`config.mk`:
```
export PLATFORM = sky130hd
export DESIGN_NAME = llrgs_queue
export DESIGN_NICKNAME = d
export VERILOG_FILES = /design/src/llrgs_pkg.sv /design/src/llrgs_queue.sv
export SDC_FILE = /design/constraint.sdc
export NUM_CORES = 1
export LEC_CHECK = 0
export BUFFER_PORTS_ARGS = -buffer_cell sky130_fd_sc_hd__buf_2
export CORE_MARGIN = 2
export CORE_UTILIZATION = 25
export CTS_CLUSTER_DIAMETER = 120
export DETAILED_ROUTE_END_ITERATION = 12
export PLACE_DENSITY = 0.41
export SYNTH_ARGS = -nofsm -noshare
export SYNTH_HDL_FRONTEND = slang
export SYNTH_SLANG_ARGS = --single-unit
```
`constraint.sdc`:
```
create_clock -name aclk -period 2.9 [get_ports aclk]
set_clock_uncertainty 0.05 [all_clocks]
set_input_delay 0.87 -clock aclk [delete_from_list [all_inputs] [get_ports aclk]]
set_output_delay 0.87 -clock aclk [all_outputs]
set_load 0.02 [all_outputs]
```
`src/llrgs_pkg.sv`:
```
// ----------------------------------------------------------------------------
// llrgs_pkg
// Shared types and constants of the letter run grid scan unit.
// ----------------------------------------------------------------------------
package llrgs_pkg;

    localparam int CHAR_W      = 8;
    localparam int CFG_W       = 11;
    localparam int LEN_OUT_W   = 11;
    localparam int POS_OUT_W   = 10;
    localparam int DIR_W       = 2;
    localparam int QUEUE_DEPTH = 2;

    localparam logic [CFG_W-1:0] CFG_DIM_RESET = 11'd1024;

    typedef enum logic [0:0] {
        REG_GRID_ROWS = 1'b0,
        REG_GRID_COLS = 1'b1
    } reg_index_t;

    typedef enum logic [DIR_W-1:0] {
        DIR_RIGHT = 2'd0,
        DIR_DOWN  = 2'd1,
        DIR_DIAG  = 2'd2,
        DIR_ANTI  = 2'd3
    } dir_t;

    function automatic logic is_letter(input logic [CHAR_W-1:0] ch);
        return ((ch >= 8'h41) && (ch <= 8'h5A)) || ((ch >= 8'h61) && (ch <= 8'h7A));
    endfunction

endpackage

```
`src/llrgs_queue.sv`:
```
// ----------------------------------------------------------------------------
// llrgs_queue
// Short first-in first-out queue between the front and the back end.
// ----------------------------------------------------------------------------
module llrgs_queue
    import llrgs_pkg::*;
#(
    parameter int DATA_W = 23
) (
    input  logic              aclk,
    input  logic              aresetn,
    input  logic              push,
    input  logic [DATA_W-1:0] push_data,
    output logic              full,
    input  logic              pop,
    output logic              head_valid,
    output logic [DATA_W-1:0] head_data
);

    localparam int PTR_W = $clog2(QUEUE_DEPTH);

    logic [DATA_W-1:0] entry_reg [QUEUE_DEPTH];
    logic [PTR_W-1:0]  wr_ptr_reg, rd_ptr_reg;
    logic [PTR_W:0]    count_reg, count_next;

    assign full       = (count_reg == (PTR_W+1)'(QUEUE_DEPTH));
    assign head_valid = (count_reg != '0);
    assign head_data  = entry_reg[rd_ptr_reg];

    always_comb begin
        count_next = count_reg;
        if (push && !pop) begin
            count_next = count_reg + (PTR_W+1)'(1);
        end else if (pop && !push) begin
            count_next = count_reg - (PTR_W+1)'(1);
        end
    end

    always_ff @(posedge aclk) begin
        if (push) begin
            entry_reg[wr_ptr_reg] <= push_data;
        end
    end

    always_ff @(posedge aclk) begin
        if (!aresetn) begin
            wr_ptr_reg <= '0;
            rd_ptr_reg <= '0;
            count_reg  <= '0;
        end else begin
            if (push) begin
                wr_ptr_reg <= wr_ptr_reg + PTR_W'(1);
            end
            if (pop) begin
                rd_ptr_reg <= rd_ptr_reg + PTR_W'(1);
            end
            count_reg <= count_next;
        end
    end

endmodule

```
**Word-level counts from Yosys, hierarchy flattened**

Memory sizes are Yosys's and may differ from the RTL's. A register that Yosys moved wholly into a read port is not among the register bits.
Index checks and enable logic that the tools add are counted.

- Register bits: 4
- Bits in latches: 0
- Memory bits (writable): 46
- ROM bits: 0
- Input bits: 27
- Output and inout port bits: 25
- Word-level logic and storage cells: 21
- Memories kept: 1

- Add/sub/neg operators: 4
- Multipliers: 0
- Div/mod/pow operators: 0
- $lt $le $gt $ge: 0
- Eq/ne operators: 1
- Shift-type cells: 0
- Mux-type cells: 6
- Bitwise gates (word level): 0
- Reductions and logical operators: 6

Memories:

| name | depth | width | read ports | clocked after memory_dff | wr ports | RTL line | source |
|---|---|---|---|---|---|---|---|
| entry_reg | 2 | 23 | 1 | 1 | 1 | llrgs_queue.sv:22 | `logic [DATA_W-1:0] entry_reg [QUEUE_DEPTH];` |

Operator list:

| operator | number |
|---|---|
| 1-bit two-way mux | 4 |
| 2-bit two-way mux | 2 |
| 2-bit nonzero test | 2 |
| 1-bit adder (second input constant) | 2 |
| 2-bit by 1-bit adder with 2-bit output (second input constant) | 1 |
| 2-bit equality test (second input constant) | 1 |
| 1-bit logical AND | 2 |
| 1-bit logical NOT | 2 |
| 2-bit by 1-bit subtractor with 2-bit output (second input constant) | 1 |

**Longest topological paths before layout**

- Depth in word-level cells: 4
- Depth in mapped cells: 5
- Mapped depth without buffers: 5

**Least setup slack after synthesis**

Ideal clock, no wire load.

- Path kind: input to register
- Start point: in push
- End point: mem entry_reg[0][0], enable pin
- Setup time: 407 ps
- Data arrival time: 1964 ps
- Required time: 2443 ps
- Path slack: 479 ps
- Cell stages on the path: 1
- Path buffers: 0
- Cell sequence: nor2b_1

- Word-level cells in the longest chain between the ends: 2

Ends and longest elaborated chain:

| what | RTL line | source |
|---|---|---|
| from (decl) | llrgs_queue.sv:12 | `input logic push,` |
| 1-bit two-way mux | llrgs_queue.sv:40 | `if (push) begin` |
| 1-bit two-way mux (not written as such) | llrgs_queue.sv:41 | `entry_reg[wr_ptr_reg] <= push_data;` |
| to (decl) | llrgs_queue.sv:22 |  |

Every way passes these cells.

==> results by group <==
Floorplanning
  – Row Count: 31
  – Die Ht: 90.6 um
  – Die Area: 0.00822 sq mm
  – I/O Pins: 52
  – Core area: 0.00725 sq mm
  – Die outline width: 90.6 um
  – Starting Density: 0.259

Timing
  – RSZ-0062 raised after global routing: no
  – Slew @ Worst Pin: 355 ps
  – Tmin final: 2470 ps
  – Number of setup violations in the final report: 0
  – Count of pins over their slew limit: 0
  – Final-report hold violation count: 0
  – Setup TNS: 0 ps
  – Max Freq: 405 MHz
  – Final period util: 0.852
  – Worst relative slew slack: 0.763
  – Hold Worst Slack: 452 ps

Yosys
  – Syn Nets: 121
  – YS warnings: 0
  – Mapped cell area: 0.00188 sq mm
  – FF+latch count, synth: 51
  – Gate count of the mapped netlist: 93
  – Seq/Total Area, Yosys: 0.789
  – Syn avg cell area: 20.2 sq um
  – Yosys cell types: 16

Clocking
  – Setup bufs post-CTS: 0
  – Cts hold-fix bufs: 0
  – Clk root buf: clkbuf_8
  – CTS sink cnt: 51
  – Clk_lat worst skew: 290 ps
  – CTS max path bufs: 2
  – Post_cts resized: 0
  – H-Tree Depth: 2
  – CTS tree: yes
  – Clock Pin Slew Worst Setup and Hold Paths: 90 ps
  – TritonCTS Buffers: 5

Setup path
  – Max FO, Critical Path: 17
  – Crit-path leading delay family: flip-flops
  – RR Startpoint: count_reg[0]
  – Startpoint Class: flip-flop
  – Max stage delay on crit path: 540 ps
  – Reg-to-reg setup timing slack: 1810 ps
  – R2r worst-path depth: 3
  – WP data required: 1980 ps
  – Reg-to-reg endpoint: count_reg[1]
  – Buf/Inv on CP: 2
  – Critical path class: reg2out
  – Critical Path AT: 1550 ps
  – Critical Path End Type: primary output
  – CP cell instances: buf_12 -> mux2_2 -> buf_2
  – CP max stage cell: dfxtp_1

Final layout
  – Nets: 182
  – Fin area: 0.00239 sq mm
  – Number of flip-flops in the largest register: 46
  – Ant. Diodes: 0
  – Syn-to-layout area delta: 27.3%
  – Most common cell after layout, fill and taps aside: buf_2
  – Most frequent cells in the layout: buf_2 (51), edfxtp_1 (46), mux2_2 (23), clkbuf_8 (6), dfxtp_1 (5)
  – Final core occ: 0.329
  – Layout cell share with drive strength beyond 1: 0.574

GRT
  – Vias in the first global route: 1087
  – First-pass GRT wire length: 5190 um
  – Antenna violations before repair: 0
  – Pin count of the biggest net entering global routing: 18
  – GRT Util Overall: 0.0806
  – Grt total ovfl: 0

Place
  – Port bufs: 51
  – Area after DPL: 0.00229 sq mm
  – Final GP Congestion: 0.629
  – Detailed placer's ending HPWL: 2290 um

Drt
  – WL per Instance: 12.7 um
  – Initial DRC count: 46
  – Final ANT Viol Nets: 0
  – Total vias in the final route: 1002
  – DR pass1 iterations: 3
  – Post-Route WL: 3210 um
  – Post-route DRC: 0
  – Via density: 3.94

Min path
  – Hold Path Class: reg2reg
  – Hold path depth: 2
  – WHS Endpoint: count_reg[1]
  – HP Start: count_reg[1]

Power and ir drop
  – Pleak: 0.900 nW
  – Tot Pwr: 1.48 mW
  – VDD IR max: 0.165 mV
  – Power density cells: 621 mW/mm^2

Run
  – Max-cap violations: 0

Outcome
  – Status: complete, no violations
-- layout make-up --
class	count	area [sq um]
Sequential cell	51	1480
Multi-Input combinational cell	39	379
Clock inverter	1	8.76
Inverter	1	3.75
Timing Repair Buffer	56	305
Tap cell	99	124
Fill cell	741	4860
Clock buffer	7	86.3
-- synth_stat cells (all sizes together) --
cell    instances  area share
inv             1      0.0020
and2            4       0.013
or2             1      0.0033
ha              1      0.0067
buf             2      0.0080
and2b           1      0.0047
a21boi          1      0.0040
o21a            1      0.0040
dfxtp           5       0.053
or3             1      0.0033
o21ai           1      0.0027
edfxtp         46        0.74
xnor2           1      0.0047
mux2           23        0.14
nor2b           2      0.0067
xor2            2      0.0093
-- tightest hold or removal path, delay by kind of cell (launching register included) --
kind	cells	cell delay, ps
flops	1	330
compound gates	2	130
-- worst max path at each step --
stage / cells past startpoint / slack (ps) / endpoint
floorplan: 1 / 480 / entry_reg[0][0]
global placement: 3 / 750 / head_data[17]
detailed placement: 3 / 720 / head_data[17]
CTS: 3 / 390 / head_data[17]
global route: 3 / 340 / head_data[4]
finish: 3 / 430 / head_data[17]
-- layer usage --
layer	vias up	share of wire	track usage
li1	472	-	-
met1	494	0.40	0.0885
met2	32	0.53	0.143
met3	4	0.058	0.0267
met4	0	0.0090	0.0321
met5	-	0	0
-- power breakdown --
| part | switching [mW] | internal, mW |
|---|---|---|
| sequential | 0.0154 | 0.845 |
| clock | 0.219 | 0.196 |
| combinational | 0.115 | 0.0951 |
| total | 0.349 | 1.14 |
-- logic make-up (layout without fill, tap and decap cells) --
logic type | Yosys count | count (layout) | synth area share
buf+inv | 3 | 65 | 0.0100
compound gates | 3 | 3 | 0.0107
flops | 51 | 51 | 0.789
fa+ha+maj | 1 | 1 | 0.00667
simple gates | 9 | 9 | 0.0313
xor+xnor | 3 | 3 | 0.0140
mux | 23 | 23 | 0.138
-- stage by stage --
stage | instances | setup WS (ps)
floorplan | 93 | 479
global placement | 246 | 745
detailed placement | 246 | 724
CTS | 254 | 385
global route | 254 | 340
finish | 254 | 429
Power figures use the tool's default switching activity.
