## config.mk

```make
export PLATFORM = sky130hd
export DESIGN_NAME = llrgs_front
export DESIGN_NICKNAME = d
export VERILOG_FILES = /design/src/llrgs_pkg.sv /design/src/llrgs_front.sv
export SDC_FILE = /design/constraint.sdc
export NUM_CORES = 1
export LEC_CHECK = 0
export BUFFER_PORTS_ARGS = -buffer_cell sky130_fd_sc_hd__buf_2
export CORE_ASPECT_RATIO = 1.5
export CORE_MARGIN = 2
export CORE_UTILIZATION = 25
export DETAILED_ROUTE_END_ITERATION = 6
export PLACE_DENSITY = 0.4
export SLEW_MARGIN = 15
export SYNTH_ARGS = -nofsm -noshare
export SYNTH_HDL_FRONTEND = slang
export SYNTH_SLANG_ARGS = --single-unit
```

## constraint.sdc

```tcl
create_clock -name aclk -period 7.75 [get_ports aclk]
set_input_delay 1.9375 -clock aclk [delete_from_list [all_inputs] [get_ports aclk]]
set_output_delay 1.9375 -clock aclk [all_outputs]
set_load 0.05 [all_outputs]
```

## src/llrgs_pkg.sv

```systemverilog
// ----------------------------------------------------------------------------
// llrgs_pkg
// Shared types and constants of the letter run grid scan unit.
// ----------------------------------------------------------------------------
package llrgs_pkg;

    localparam int CHAR_W      = 8;
    localparam int CFG_W       = 11;
    localparam int LEN_OUT_W   = 11;
    localparam int POS_OUT_W   = 10;
    localparam int DIR_W       = 2;
    localparam int QUEUE_DEPTH = 2;

    localparam logic [CFG_W-1:0] CFG_DIM_RESET = 11'd1024;

    typedef enum logic [0:0] {
        REG_GRID_ROWS = 1'b0,
        REG_GRID_COLS = 1'b1
    } reg_index_t;

    typedef enum logic [DIR_W-1:0] {
        DIR_RIGHT = 2'd0,
        DIR_DOWN  = 2'd1,
        DIR_DIAG  = 2'd2,
        DIR_ANTI  = 2'd3
    } dir_t;

    function automatic logic is_letter(input logic [CHAR_W-1:0] ch);
        return ((ch >= 8'h41) && (ch <= 8'h5A)) || ((ch >= 8'h61) && (ch <= 8'h7A));
    endfunction

endpackage

```

## src/llrgs_front.sv

```systemverilog
// ----------------------------------------------------------------------------
// llrgs_front
// Takes cell requests, tracks the raster position and grid size registers,
// and tags each cell with its position, letter flag and edge flags.
// ----------------------------------------------------------------------------
module llrgs_front
    import llrgs_pkg::*;
#(
    parameter int MAX_DIM = 1024
) (
    input  logic                          aclk,
    input  logic                          aresetn,
    input  logic                          s_valid,
    output logic                          s_ready,
    input  logic [CHAR_W-1:0]             s_cell_char,
    input  logic                          cfg_valid,
    output logic                          cfg_ready,
    input  reg_index_t                    cfg_index,
    input  logic [CFG_W-1:0]              cfg_data,
    output logic                          q_push,
    output logic [2*$clog2(MAX_DIM)+2:0]  q_data,
    input  logic                          q_full
);

    localparam int POS_W = $clog2(MAX_DIM);
    localparam int DIM_W = $clog2(MAX_DIM + 1);

    typedef struct packed {
        logic [POS_W-1:0] row;
        logic [POS_W-1:0] col;
        logic             letter;
        logic             last;
        logic             anti_ok;
    } item_t;

    logic [CFG_W-1:0] grid_rows_reg, grid_cols_reg;
    logic [POS_W-1:0] row_reg, col_reg;
    logic [DIM_W-1:0] rows_eff, cols_eff, row_p1, col_p1;
    logic             col_end, row_end, accept;
    item_t            item;

    function automatic logic [DIM_W-1:0] clamp_dim(input logic [CFG_W-1:0] v);
        if (v == '0) begin
            return DIM_W'(1);
        end else if (32'(v) > 32'(MAX_DIM)) begin
            return DIM_W'(MAX_DIM);
        end
        return DIM_W'(v);
    endfunction

    assign rows_eff  = clamp_dim(grid_rows_reg);
    assign cols_eff  = clamp_dim(grid_cols_reg);
    assign row_p1    = DIM_W'(row_reg) + DIM_W'(1);
    assign col_p1    = DIM_W'(col_reg) + DIM_W'(1);
    assign col_end   = (col_p1 >= cols_eff);
    assign row_end   = (row_p1 >= rows_eff);

    assign s_ready   = !q_full;
    assign accept    = s_valid && s_ready;
    assign cfg_ready = 1'b1;

    always_comb begin
        item.row     = row_reg;
        item.col     = col_reg;
        item.letter  = is_letter(s_cell_char);
        item.last    = col_end && row_end;
        // anti-diagonal neighbour's column lies inside the grid
        item.anti_ok = (col_p1 < cols_eff) && (col_p1 < DIM_W'(MAX_DIM));
    end

    assign q_push = accept;
    assign q_data = item;

    always_ff @(posedge aclk) begin
        if (!aresetn) begin
            grid_rows_reg <= CFG_DIM_RESET;
            grid_cols_reg <= CFG_DIM_RESET;
        end else if (cfg_valid) begin
            case (cfg_index)
                REG_GRID_ROWS: grid_rows_reg <= cfg_data;
                REG_GRID_COLS: grid_cols_reg <= cfg_data;
                default: ;
            endcase
        end
    end

    always_ff @(posedge aclk) begin
        if (!aresetn) begin
            row_reg <= '0;
            col_reg <= '0;
        end else if (accept) begin
            if (col_end) begin
                col_reg <= '0;
                row_reg <= row_end ? '0 : POS_W'(row_p1);
            end else begin
                col_reg <= POS_W'(col_p1);
            end
        end
    end

endmodule

```

Word level (Yosys, flattened, before mapping):

Cells that the tools add are included.

* $add $sub $neg: 2
* order comparisons: 10
* multiplexer cells: 12
* bitwise logic cells: 1
* reductions and logical operators: 12

Operators by type and width (number)
* two-way mux 11 bit: 6
* adder 10 x 1 -> 11 bit, second input constant: 2
* greater-or-equal comparator 11 bit: 2
* > comparator 11 bit, second input constant: 2
* logical NOT 11 bit: 2
* two-way mux 10 bit: 2
* greater-or-equal comparator 8 x 7 -> 1 bit, second input constant: 2
* less-or-equal comparator 8 x 7 -> 1 bit, second input constant: 2
* < comparator 11 bit: 1
* < comparator 11 bit, second input constant: 1
* AND reduction 2 bit: 3
* logical AND 1 bit: 5
* two-way mux 1 bit: 4
* logical NOT 1 bit: 1
* logical OR 1 bit: 1
* inverter 1 bit: 1

* register bits: 42
* input port bits: 25
* output and inout port bits: 26
* word-level logic and storage cells: 41

Longest topological paths before layout:

Gate-level depths: netlist of the first run.

* depth in word-level cells: 6
* mapped depth: 14
* gate-level depth less buffers: 12

Least setup slack after synthesis of the first run:

No wires, ideal clock.

* path kind: reg2out
* start: register col_reg[0]
* end: output q_data[0]
* arrival time: 3.368 ns
* required time: 5.812 ns
* setup slack: 2.444 ns
* cell stages (with the launch flop): 10
* buffers on the path: 0
* cells stage by stage: dfxtp_1 -> ha_1 -> nand3_1 -> nor2_1 -> and3_1 -> and3_1 -> ha_1 -> a21oi_1 -> o21ai_1 -> a211oi_1

* cells in the longest elaborated chain, start to end: 3
* elaborated cells on any way between the ends: 4
* those cells by class: add/sub: 1; order compare: 2; reduce/logical: 1

Ends and longest elaborated chain
* start: declaration: RTL line llrgs_front.sv:37 `logic [POS_W-1:0] row_reg, col_reg;`
* start signal: assignment: RTL line llrgs_front.sv:96 `col_reg <= POS_W'(col_p1);`
* adder 10 x 1 -> 11 bit (*): RTL line llrgs_front.sv:54 `assign col_p1 = DIM_W'(col_reg) + DIM_W'(1);`
* < comparator 11 bit: RTL line llrgs_front.sv:68 `item.anti_ok = (col_p1 < cols_eff) && (col_p1 < DIM_W'(MAX_DIM));`
* logical AND 1 bit (*): RTL line llrgs_front.sv:68
* end: declaration: RTL line llrgs_front.sv:21 `output logic [2*$clog2(MAX_DIM)+2:0] q_data,`

Mark *: on every way between the ends. The rest lies on a longest branch, timed or not.

Worst setup path in the final report of the first run:

* start: register row_reg[2]
* end: output q_data[1]

* cells in the longest elaborated chain, start to end: 3

Ends and longest elaborated chain
* start: declaration: RTL line llrgs_front.sv:37
* start signal: assignment: RTL line llrgs_front.sv:94 `row_reg <= row_end ? '0 : POS_W'(row_p1);`
* adder 10 x 1 -> 11 bit: RTL line llrgs_front.sv:53 `assign row_p1 = DIM_W'(row_reg) + DIM_W'(1);`
* greater-or-equal comparator 11 bit: RTL line llrgs_front.sv:56 `assign row_end = (row_p1 >= rows_eff);`
* logical AND 1 bit: RTL line llrgs_front.sv:66 `item.last = col_end && row_end;`

Every way passes these cells.

==> summary.txt, run 1 <==
Placed design
  – GPL Wtd Cong: 0.7407
  – Placed wire-length estimate: 5.283 mm
  – Setup WS pre-CTS: 2829 ps
  – Port Buf Inserts: 48
  – Placed cells: 470

Routing
  – Avg Vias per Cell: 4.805
  – Initial DRC Count: 56
  – Remaining DRCs: 0
  – Routed Wire Length: 6.813 mm
  – Wirelength per Cell: 14.25 um
  – Vias: 2297
  – Initial DRT Pass Iterations: 4
  – Routed Antenna Nets: 0

CTS
  – Resize count post-CTS: 0
  – CTS Buffer Depth: 2
  – # Post-CTS Setup Buffers: 0
  – CTS sink cnt: 42
  – Latest clock arrival within the worst-skew pair: 290 ps
  – CTS clock-pin slew for the worst setup and hold paths: 60 ps
  – CTS tree: yes
  – H-tree levels: 2
  – Num CTS Buffers: 5
  – CTS root buffer: clkbuf_16
  – Hold_buf cts: 0

Worst setup path
  – Crit Path Class: flop to output pin
  – Critical Path Start Type: flop
  – Slowest cell delay on critical path: 510 ps
  – Nature of the critical path endpoint: output pin
  – Critical-path cell list: and3_1 -> nand3_1 -> nor2_1 -> xor2_1 -> ha_1 -> nand3_1 -> nor2_1 -> a41oi_1 -> o21a_1 -> a21oi_1 -> buf_2
  – Family with the most delay on the worst path: simple AND/OR/NAND/NOR gates
  – Critical-path top delay cell: dfxtp_1
  – CP Max Fanout: 9
  – Buf/Inv on CP: 1
  – WP data arrival: 3000 ps
  – Required time of the worst setup path: 5810 ps

Die
  – Die Height: 128.2 um
  – Total Die Area: 11120 sq um
  – Core area: 10080 sq um
  – Row count: 45
  – Die X: 86.79 um
  – Starting density of the core: 25.50%
  – Top-level port count: 51

Global routing
  – Total GRT Usage: 12.89%
  – Initial antenna violation count: 0
  – Largest net degree at the start of global routing: 34
  – GRT Residual Overflow: 0
  – First-pass GRT wire length: 11.23 mm
  – Number of global-route vias before repair: 2327

Logic synthesis
  – EDFF count, synth: 0
  – Post-synthesis net count: 365
  – Post-synth design cell area: 2570 sq um
  – Sequential area share after synthesis: 32.72%
  – Fraction of synthesis flops using an asynchronous set or reset pin: 0%
  – Yosys Warn Count: 0
  – Post-synthesis average cell area: 8.133 sq um
  – Syn Inst Count: 316
  – Ys flop type: dfxtp_1
  – FF+latch count, synth: 42
  – Cell variety after synth: 51

Timing
  – FMAX: 0.2027 GHz
  – Max Slew Vio Count: 0
  – Fin crit period: 4933 ps
  – Worst slew margin: 49.31%
  – Setup TNS: 0 ps
  – Final period util: 63.65%
  – Final hold violations: 0
  – RSZ-0062 raised after global routing: false
  – Clk_skew: 3.860 ps
  – Worst setup margin: 2817 ps
  – Final setup fails: 0
  – Worst Max-Slew Pin Slew: 758.8 ps

Min path
  – HP Class: flop to flop

Cells and area
  – Fin cells: 478
  – Nets@finish: 409
  – Commonest cells after routing, fill and taps aside: nand2_1 (77), buf_2 (48), dfxtp_1 (42)
  – Multi-input gate area: 1630 sq um
  – Area grow syn2layout: 19.13%
  – Commonest non-fill, non-tap cell in the layout: nand2_1
  – Share of layout cells above drive strength 1: 18.28%
  – FILL cells: 1081
  – Register Area: 840.8 sq um
  – Diode count: 0

Flow run
  – Max cap viols: 0

Pwr
  – PD cells: 174.5 nW/um^2
  – Sw Pwr: 135.8 uW
  – Peak VDD IR: 0.06421 mV
  – Clock power share: 45.1%
  – Seq pwr share: 42.8%
  – Switching share of total power: 25.41%
  – Logic pwr share: 12.0%
  – Static Leak: 0.001318 uW
  – P_int: 398.5 uW

Outcome
  – Status: complete, no violations
-- tightest hold or removal path, stage by stage (launching register included) --
cell      delay, ps
dfxtp_1         320
nand2_1          50
a21boi_1         50
-- per-stage QoR --
stage / hold WS [ps] / power, uW / cell area, sq um / utilization (%)
global route: 493.3 / 561.1 / 3062 / 30.38
global placement: 465.5 / 298.8 / 2899 / 28.76
floorplan: 447.7 / 278.9 / 2570 / -
detailed placement: 466.9 / 299.3 / 2899 / 28.76
CTS: 475.7 / 547.0 / 3062 / 30.38
finish: 471.0 / 534.3 / 3062 / 30.38
-- cell usage after synthesis (all sizes together), types with 2 or more instances --
cell type / number / area share [%]
dfxtp: 42 / 33
ha: 24 / 12
a31oi: 3 / 0.73
inv: 9 / 1.3
and3: 4 / 0.97
a32o: 6 / 2.3
a211oi: 3 / 1.1
a21oi: 13 / 2.7
nor2: 22 / 3.3
nand3: 11 / 2.1
o21ai: 4 / 0.78
clkbuf: 8 / 1.2
xor2: 11 / 3.7
buf: 4 / 1.4
nor3: 3 / 0.58
or4: 2 / 0.58
xnor2: 13 / 4.4
nand2b: 2 / 0.49
and2: 3 / 0.73
a21o: 2 / 0.58
nand2: 79 / 12
o22ai: 2 / 0.49
o21bai: 4 / 1.3
a21boi: 20 / 5.8
nor4: 4 / 0.97
o211ai: 2 / 0.58
-- cell type report --
| cell class | instances | area share [%] |
|---|---|---|
| multi-input cells | 253 | 53.25 |
| flip-flops and latches | 42 | 27.46 |
| repair buffers | 49 | 8.092 |
| well taps | 117 | 4.781 |
| clock buffers | 7 | 4.332 |
| inverters | 9 | 1.103 |
| clock inverters | 1 | 0.9808 |
-- power by group through the flow --
stage               logic (uW)  registers (uW)  clock network (uW)
finish                    64.3             229                 241
global route              72.5             230                 259
CTS                       65.5             229                 252
detailed placement        65.3             234                   0
global placement          65.0             234                   0
floorplan                 44.2             235                   0
-- routing by layer --
| metal | wire, um | GRT usage [%] |
|---|---|---|
| met1 | 2764 | 13.54 |
| met2 | 3591 | 23.35 |
| met3 | 268 | 3.284 |
| met4 | 189 | 6.158 |
| met5 | 0 | 0 |
-- final timing paths --
kind,depth (start not counted),to,from,slack [ps]
max reg2reg,11,row_reg[2],row_reg[2],4620
min,2,grid_rows_reg[8],grid_rows_reg[8],470
min reg2reg,2,grid_rows_reg[8],grid_rows_reg[8],470
max,11,q_data[1],row_reg[2],2820
-- logic make-up (layout without fill, tap and decap cells) --
group | Yosys count | after routing | synth area share [%]
fa+ha+maj | 24 | 24 | 11.68
xor+xnor | 24 | 24 | 8.179
simple gates | 137 | 137 | 23.66
other cells | 1 | 1 | 0.1459
flops | 42 | 42 | 32.72
buf+inv | 21 | 66 | 3.846
compound gates | 66 | 66 | 18.89
mux | 1 | 1 | 0.8763
Note: power is estimated with default switching activity, not from simulation.
==> run 2, diff against run 1 <==
--- a/config.mk
+++ b/config.mk
@@ -5,12 +5,13 @@
 export SDC_FILE = /design/constraint.sdc
 export NUM_CORES = 1
 export LEC_CHECK = 0
+export ABC_AREA = 1
 export BUFFER_PORTS_ARGS = -buffer_cell sky130_fd_sc_hd__buf_2
 export CORE_ASPECT_RATIO = 1.5
 export CORE_MARGIN = 2
 export CORE_UTILIZATION = 25
 export DETAILED_ROUTE_END_ITERATION = 6
-export PLACE_DENSITY = 0.4
+export PLACE_DENSITY = 0.42
 export SLEW_MARGIN = 15
 export SYNTH_ARGS = -nofsm -noshare
 export SYNTH_HDL_FRONTEND = slang
==> constraint.sdc (replaced) <==
create_clock -name aclk -period 4.5 [get_ports aclk]
set_input_delay 1.125 -clock aclk [delete_from_list [all_inputs] [get_ports aclk]]
set_output_delay 1.125 -clock aclk [all_outputs]
set_load 0.05 [all_outputs]
==> run 2 against run 1 <==
Synthesized area increased by 8.4%. Clock skew decreased by 0.80 ps. Synthesized cell count increased by 32%. Cell area increased by 8.1%. Sequential power up 79%. Setup slack got worse by 2400 ps. Critical path type unchanged. Largest power group is now sequential cells.
==> summary.txt, run 2 <==
CTS
  – CTS Buffer Depth: 2 (unchanged)
  – Hold_buf cts: 0 (unchanged)
  – CTS root buffer: clkbuf_16
  – Num CTS Buffers: 5 (unchanged)
  – Resize count post-CTS: 0 (unchanged)
  – Latest clock arrival within the worst-skew pair: 290 ps (about the same)
  – # Post-CTS Setup Buffers: 0 (unchanged)
  – CTS sink cnt: 42 (unchanged)
  – CTS tree: yes
  – CTS clock-pin slew for the worst setup and hold paths: 60 ps (about the same)
  – H-tree levels: 2 (unchanged)

Worst setup path
  – Required time of the worst setup path: 3380 ps (-2430 ps)
  – Worst R2R End: col_reg[1]
  – Most used cell, CP: nand2_1
  – WP data arrival: 2950 ps (-50 ps)
  – Nature of the critical path endpoint: output pin
  – Critical-path cell list: ha_1 -> nand2_1 -> nor2_1 -> inv_1 -> o21ai_1 -> inv_1 -> ha_1 -> nand2_1 -> inv_2 -> nand2_2 -> nor2_1 -> nand2_1 -> nand3_2 -> nor2_4 -> a31oi_1 -> buf_2
  – Levels on crit path: 16 (+5)
  – CP startpoint: col_reg[0]
  – Critical-path top delay cell: dfxtp_1
  – Worst R2R Setup Slack: 1350 ps (-3270 ps)
  – Reg2reg path depth: 16 (+5)
  – Worst setup endpoint: q_data[1]
  – Family with the most delay on the worst path: simple AND/OR/NAND/NOR gates
  – Slowest cell delay on critical path: 450 ps (-60 ps)
  – Buf/Inv on CP: 4 (+3)
  – Crit Path Class: flop to output pin
  – Critical Path Start Type: flop
  – Worst r2r src: col_reg[0]
  – CP Max Fanout: 6 (-3)

Flow run
  – Max cap viols: 0 (unchanged)

Pwr
  – Seq pwr share: 41.5% (-1.3 points)
  – P_int: 674.3 uW (+69%)
  – Logic pwr share: 20.2% (+8.2 points)
  – PD cells: 298.7 nW/um^2 (+71%)
  – Tot Pwr: 988.7 uW (+85%)
  – Sw Pwr: 314.4 uW (+130%)
  – Static Leak: 0.001755 uW (+33%)
  – Peak VDD IR: 0.1139 mV (+77%)
  – Switching share of total power: 31.80% (+6.4 points)
  – Clock power share: 38.2% (-6.9 points)

Die
  – Die Height: 133.3 um (+4.0%)
  – Row count: 47 (+4.4%)
  – Core area: 10940 sq um (+8.5%)
  – Die X: 90.18 um (+3.9%)
  – Top-level port count: 51 (unchanged)
  – Total Die Area: 12020 sq um (+8.0%)
  – Starting density of the core: 25.46% (-0.036 points)

Logic synthesis
  – Main combinational cell family by area after synthesis: simple AND/OR/NAND/NOR gates
  – Ys flop type: dfxtp_1
  – Post-synthesis mux area share: 0.3594% (-0.52 points)
  – Post-synthesis net count: 466 (+28%)
  – Cell variety after synth: 40 (-22%)
  – FF+latch count, synth: 42 (unchanged)
  – Synth area leaders: dfxtp_1 (30%), nand2_1 (12%), nor2_1 (11%), ha_1 (11%), inv_1 (6.5%)
  – Top cell type by total area after synthesis: dfxtp_1
  – Simple-gate share of the synthesized area: 34.68% (+11 points)
  – Post-synth design cell area: 2785 sq um (+8.4%)
  – Synth Area in Adders: 10.78% (-0.90 points)
  – Post-synthesis average cell area: 6.679 sq um (-18%)
  – Syn Inst Count: 417 (+32%)
  – Yosys Warn Count: 0 (unchanged)
  – Fraction of synthesis flops using an asynchronous set or reset pin: 0% (unchanged)
  – Synth Area in XOR/XNOR: 3.998% (-4.2 points)
  – Most frequent cells after synthesis: nand2_1 (89), nor2_1 (81), inv_1 (48), dfxtp_1 (42), nand3_1 (30)
  – EDFF count, synth: 0 (unchanged)
  – Synth Area in Compound Gates: 10.87% (-8.0 points)
  – Top-area cell type share of the netlist area: 30.19% (-2.5 points)
  – Most numerous cell in the Yosys netlist: nand2_1
  – Sequential area share after synthesis: 30.19% (-2.5 points)

Global routing
  – Global route hottest layer: met2
  – M1 GR Usage: 13.32% (-0.22 points)
  – GRT Residual Overflow: 0 (unchanged)
  – Number of global-route vias before repair: 2548 (+9.5%)
  – Met2 Usage GRT: 24.81% (+1.5 points)
  – M3 GR Usage: 2.206% (-1.1 points)
  – First-pass GRT wire length: 12.20 mm (+8.6%)
  – Largest net degree at the start of global routing: 46 (+35%)
  – Initial antenna violation count: 0 (unchanged)
  – Total GRT Usage: 12.75% (-0.14 points)

Timing
  – Max Slew Vio Count: 0 (unchanged)
  – Final hold violations: 0 (unchanged)
  – Final setup fails: 0 (unchanged)
  – Fin Hold WS: 507.0 ps (+35.99 ps)
  – Clk_skew: 3.065 ps (-0.7953 ps)
  – RSZ-0062 raised after global routing: false
  – Worst slew margin: 43.38% (-5.9 points)
  – Fin crit period: 4074 ps
  – Final period util: 90.54%
  – Worst Max-Slew Pin Slew: 846.2 ps (+87.33 ps)
  – Setup TNS: 0 ps (unchanged)
  – FMAX: 0.2454 GHz

Routing
  – Routed Wire Length: 7.353 mm (+7.9%)
  – Initial DRT Pass Iterations: 5 (+1)
  – Initial DRC Count: 57 (+1.8%)
  – Routed Antenna Nets: 0 (unchanged)
  – Wirelength per Cell: 12.07 um (-15%)
  – Remaining DRCs: 0 (unchanged)
  – Avg Vias per Cell: 4.307 (-10%)
  – Vias: 2623 (+14%)

Cells and area
  – Diode count: 0 (unchanged)
  – Commonest non-fill, non-tap cell in the layout: nand2_1
  – Share of layout cells above drive strength 1: 16.45% (-1.8 points)
  – Final Core Density: 30.26% (-0.12 points)
  – Nets@finish: 510 (+25%)
  – Area grow syn2layout: 18.82%
  – Commonest cells after routing, fill and taps aside: nand2_1 (89), nor2_1 (81), inv_1 (48), buf_2 (48), dfxtp_1 (42)

Min path
  – HP Class: flop to flop

Outcome
  – Status: complete, no violations

Placed design
  – GPL Wtd Cong: 0.8084 (+9.1%)
  – Placed wire-length estimate: 5.843 mm (+11%)
  – Port Buf Inserts: 48 (unchanged)
-- run 2: power by group through the flow --
stage                     sequential, uW  combinational [uW]  clock [uW]
after floorplan                      435                 135           0
after global placement               419                 201           0
after detailed placement             420                 204           0
after CTS                            412                 204         392
after global routing                 414                 229         406
final                                411                 200         378
-- run 2: final cells by class --
class	count	area, sq um
Sequential cell	42	840.8
Clock inverter	2	12.51
Multi-Input combinational cell	311	1694
Tap cell	147	183.9
Clock buffer	6	138.9
Timing Repair Buffer	48	240.2
Fill cell	1266	7629
Inverter	53	198.9
-- run 2: per-layer routing --
layer,share of wire [%],up-vias
met5,0,-
met4,2.3,0
met3,2.4,11
met2,55,33
met1,40,1165
li1,-,1414
-- run 2: worst min-delay path by stage --
stage,start,end,slack (ps),depth (start not counted)
finish,grid_cols_reg[8],grid_cols_reg[8],510,2
global route,grid_cols_reg[4],grid_cols_reg[4],540,2
detailed placement,row_reg[1],row_reg[1],500,2
global placement,row_reg[8],row_reg[8],500,2
floorplan,grid_cols_reg[0],grid_cols_reg[0],470,2
CTS,grid_cols_reg[8],grid_cols_reg[8],510,2
-- run 2: tightest hold or removal path, stage by stage, from the launching register on --
cell	delay [ps]
dfxtp_1	320
nor2_1	100
nor2_1	50
-- run 2: cell families after synthesis --
kind of cell             Yosys count
AO/OA/AOI/OAI                     54
XOR/XNOR                          11
adder cells (fa/ha/maj)           24
buffers and inverters             64
flip-flops                        42
multiplexers                       1
other                              1
AND/OR/NAND/NOR                  220
-- run 2: per-stage QoR --
stage / instances / worst slack (ps) / instance area, sq um
floorplan: 417 / 250.0 / 2785
global placement: 601 / 694.5 / 3158
detailed placement: 601 / 699.6 / 3158
CTS: 609 / 349.6 / 3309
global route: 609 / 121.0 / 3309
finish: 609 / 425.7 / 3309
==> run 3, diff against run 2 <==
--- a/config.mk
+++ b/config.mk
@@ -11,7 +11,7 @@
 export CORE_MARGIN = 2
 export CORE_UTILIZATION = 25
 export DETAILED_ROUTE_END_ITERATION = 6
-export PLACE_DENSITY = 0.42
+export PLACE_DENSITY = 0.4
 export SLEW_MARGIN = 15
 export SYNTH_ARGS = -nofsm -noshare
 export SYNTH_HDL_FRONTEND = slang
==> constraint.sdc (replaced) <==
create_clock -name aclk -period 4.27 [get_ports aclk]
set_input_delay 1.0675 -clock aclk [delete_from_list [all_inputs] [get_ports aclk]]
set_output_delay 1.0675 -clock aclk [all_outputs]
set_load 0.05 [all_outputs]
==> run 3 against run 2 <==
Combinational power is 8% higher. Register-to-register slack better by 50 ps. Cell count up 0.33%. Utilization increased by 0.67 points. Routed wire length up 2.2%. Worst hold slack gained 1.4 ps. Global-route usage fell by 0.074 points. Sequential power increased by 5.4%. Die area is the same. Clock-buffer cell count decreased by 1. Critical path type unchanged. Sequential cell count stayed put. Sequential share of layout area down 0.55 points. Critical endpoint unchanged.
==> summary.txt, run 3 (synthesis results as in run 2) <==
Routing
  – Initial DRT Pass Iterations: 4 (-1)
  – Vias: 2657 (+1.3%)
  – Initial DRC Count: 58 (+1.8%)
  – Remaining DRCs: 0 (unchanged)
  – Avg Vias per Cell: 4.349 (+0.96%)
  – Routed Wire Length: 7.512 mm (+2.2%)
  – Wirelength per Cell: 12.29 um (+1.8%)
  – Routed Antenna Nets: 0 (unchanged)

Worst setup path
  – WP data arrival: 2910 ps (-40 ps)
  – Critical-path top delay cell: dfxtp_1
  – CP Max Fanout: 6 (unchanged)
  – Most used cell, CP: nand2_1
  – Critical Path Start Type: flop
  – Slowest cell delay on critical path: 470 ps (+20 ps)
  – Nature of the critical path endpoint: output pin
  – Required time of the worst setup path: 3200 ps (-180 ps)
  – Crit Path Class: flop to output pin
  – Critical-path cell list: ha_1 -> nand2_1 -> nor2_2 -> inv_1 -> o21ai_1 -> inv_1 -> ha_1 -> nand2_1 -> inv_2 -> nand2_2 -> nor2_1 -> nand2_1 -> nand3_2 -> nor2_4 -> a31oi_1 -> clkbuf_4

Cells and area
  – Commonest cells after routing, fill and taps aside: nand2_1 (89), nor2_1 (80), inv_1 (48)
  – Area grow syn2layout: 21.47%
  – Diode count: 0 (unchanged)
  – Commonest non-fill, non-tap cell in the layout: nand2_1
  – Final Core Density: 30.93% (+0.67 points)
  – Fin cells: 611 (+0.33%)
  – Share of layout cells above drive strength 1: 17.03% (+0.58 points)
  – Nets@finish: 512 (+0.39%)

CTS
  – Latest clock arrival within the worst-skew pair: 290 ps (about the same)
  – # Post-CTS Setup Buffers: 0 (unchanged)
  – H-tree levels: 2 (unchanged)
  – CTS tree: yes
  – Hold_buf cts: 0 (unchanged)
  – CTS clock-pin slew for the worst setup and hold paths: 70 ps (about the same)
  – Num CTS Buffers: 5 (unchanged)
  – CTS sink cnt: 42 (unchanged)
  – CTS Buffer Depth: 2 (unchanged)
  – CTS root buffer: clkbuf_16
  – Resize count post-CTS: 0 (unchanged)

Timing
  – Max Slew Vio Count: 0 (unchanged)
  – Final period util: 93.20%
  – Clk_skew: 7.094 ps (+4.029 ps)
  – Fin Hold WS: 508.4 ps (+1.392 ps)
  – Worst slew margin: 45.32% (+1.9 points)
  – Final hold violations: 0 (unchanged)
  – Setup TNS: 0 ps (unchanged)
  – Fin crit period: 3979 ps
  – Worst Max-Slew Pin Slew: 817.2 ps (-28.94 ps)
  – Final setup fails: 0 (unchanged)
  – RSZ-0062 raised after global routing: false
  – FMAX: 0.2513 GHz

Global routing
  – Largest net degree at the start of global routing: 46 (unchanged)
  – First-pass GRT wire length: 12.15 mm (-0.40%)
  – Initial antenna violation count: 0 (unchanged)
  – GRT Residual Overflow: 0 (unchanged)
  – Number of global-route vias before repair: 2551 (+0.12%)
  – Total GRT Usage: 12.67% (-0.074 points)

Die
  – Die X: 90.18 um (unchanged)
  – Core area: 10940 sq um (unchanged)
  – Starting density of the core: 25.46% (unchanged)
  – Die Height: 133.3 um (unchanged)
  – Total Die Area: 12020 sq um (unchanged)
  – Row count: 47 (unchanged)
  – Top-level port count: 51 (unchanged)

Pwr
  – Clock power share: 44.0% (+5.8 points)
  – PD cells: 342.3 nW/um^2 (+15%)
  – P_int: 817.5 uW (+21%)
  – Static Leak: 0.001786 uW (+1.8%)
  – Tot Pwr: 1158 uW (+17%)
  – Sw Pwr: 340.6 uW (+8.3%)
  – Peak VDD IR: 0.1496 mV (+31%)
  – Switching share of total power: 29.41% (-2.4 points)
  – Logic pwr share: 18.7% (-1.5 points)
  – Seq pwr share: 37.4% (-4.1 points)

Min path
  – HP Class: flop to flop

Placed design
  – Placed wire-length estimate: 5.923 mm (+1.4%)
  – GPL Wtd Cong: 0.8079 (about the same)
  – Placed cells: 603 (+0.33%)
  – Port Buf Inserts: 48 (unchanged)

Outcome
  – Status: complete, no violations

Flow run
  – Max cap viols: 0 (unchanged)
==> run 3: per-layer routing <==
layer,up-vias,global-route usage [%],routed length (um)
li1,1419,-,-
met1,1203,13.76,3132
met2,28,24.64,4110
met3,7,1.980,159
met4,0,4.274,110
met5,-,0,0
==> run 3: cell type report <==
cell class	instances	area (sq um)
clock inverter	3	68.82
timing repair buffer	50	257.7
multi-input combinational	311	1708
tap	147	183.9
inverter	53	198.9
fill	1262	7555
sequential	42	840.8
clock buffer	5	125.1
==> run 3: path summary, 6_finish.rpt <==
check                                       from               end  slack, ps  cells past startpoint
worst max-delay path                  col_reg[0]         q_data[1]        290                     16
worst min-delay path            grid_cols_reg[7]  grid_cols_reg[7]        510                      2
worst max register to register        col_reg[0]        col_reg[1]       1400                     17
worst min register to register  grid_cols_reg[7]  grid_cols_reg[7]        510                      2
==> run 3: worst max-delay path, delay by kind of cell, from the launching register on <==
family / cells / cell delay (ps)
flip-flops: 1 / 470
AND/OR/NAND/NOR: 8 / 730
buffers and inverters: 4 / 500
AO/OA/AOI/OAI: 2 / 370
adder cells (fa/ha/maj): 2 / 530
==> run 3: through the flow <==
stage          setup WS, ps  cell area [sq um]
5_1_grt               20.72               3383
6_report              290.6               3383
3_5_place_dp          531.7               3173
2_1_floorplan         77.46               2785
4_1_cts               190.8               3367
3_3_place_gp          554.1               3173
==> run 3: power groups by stage <==
stage	Combinational (uW)	Sequential, uW	Clock, uW
after floorplan	142	458	0
after global placement	214	442	0
after detailed placement	218	442	0
after CTS	219	433	527
after global routing	244	436	537
final	216	433	509
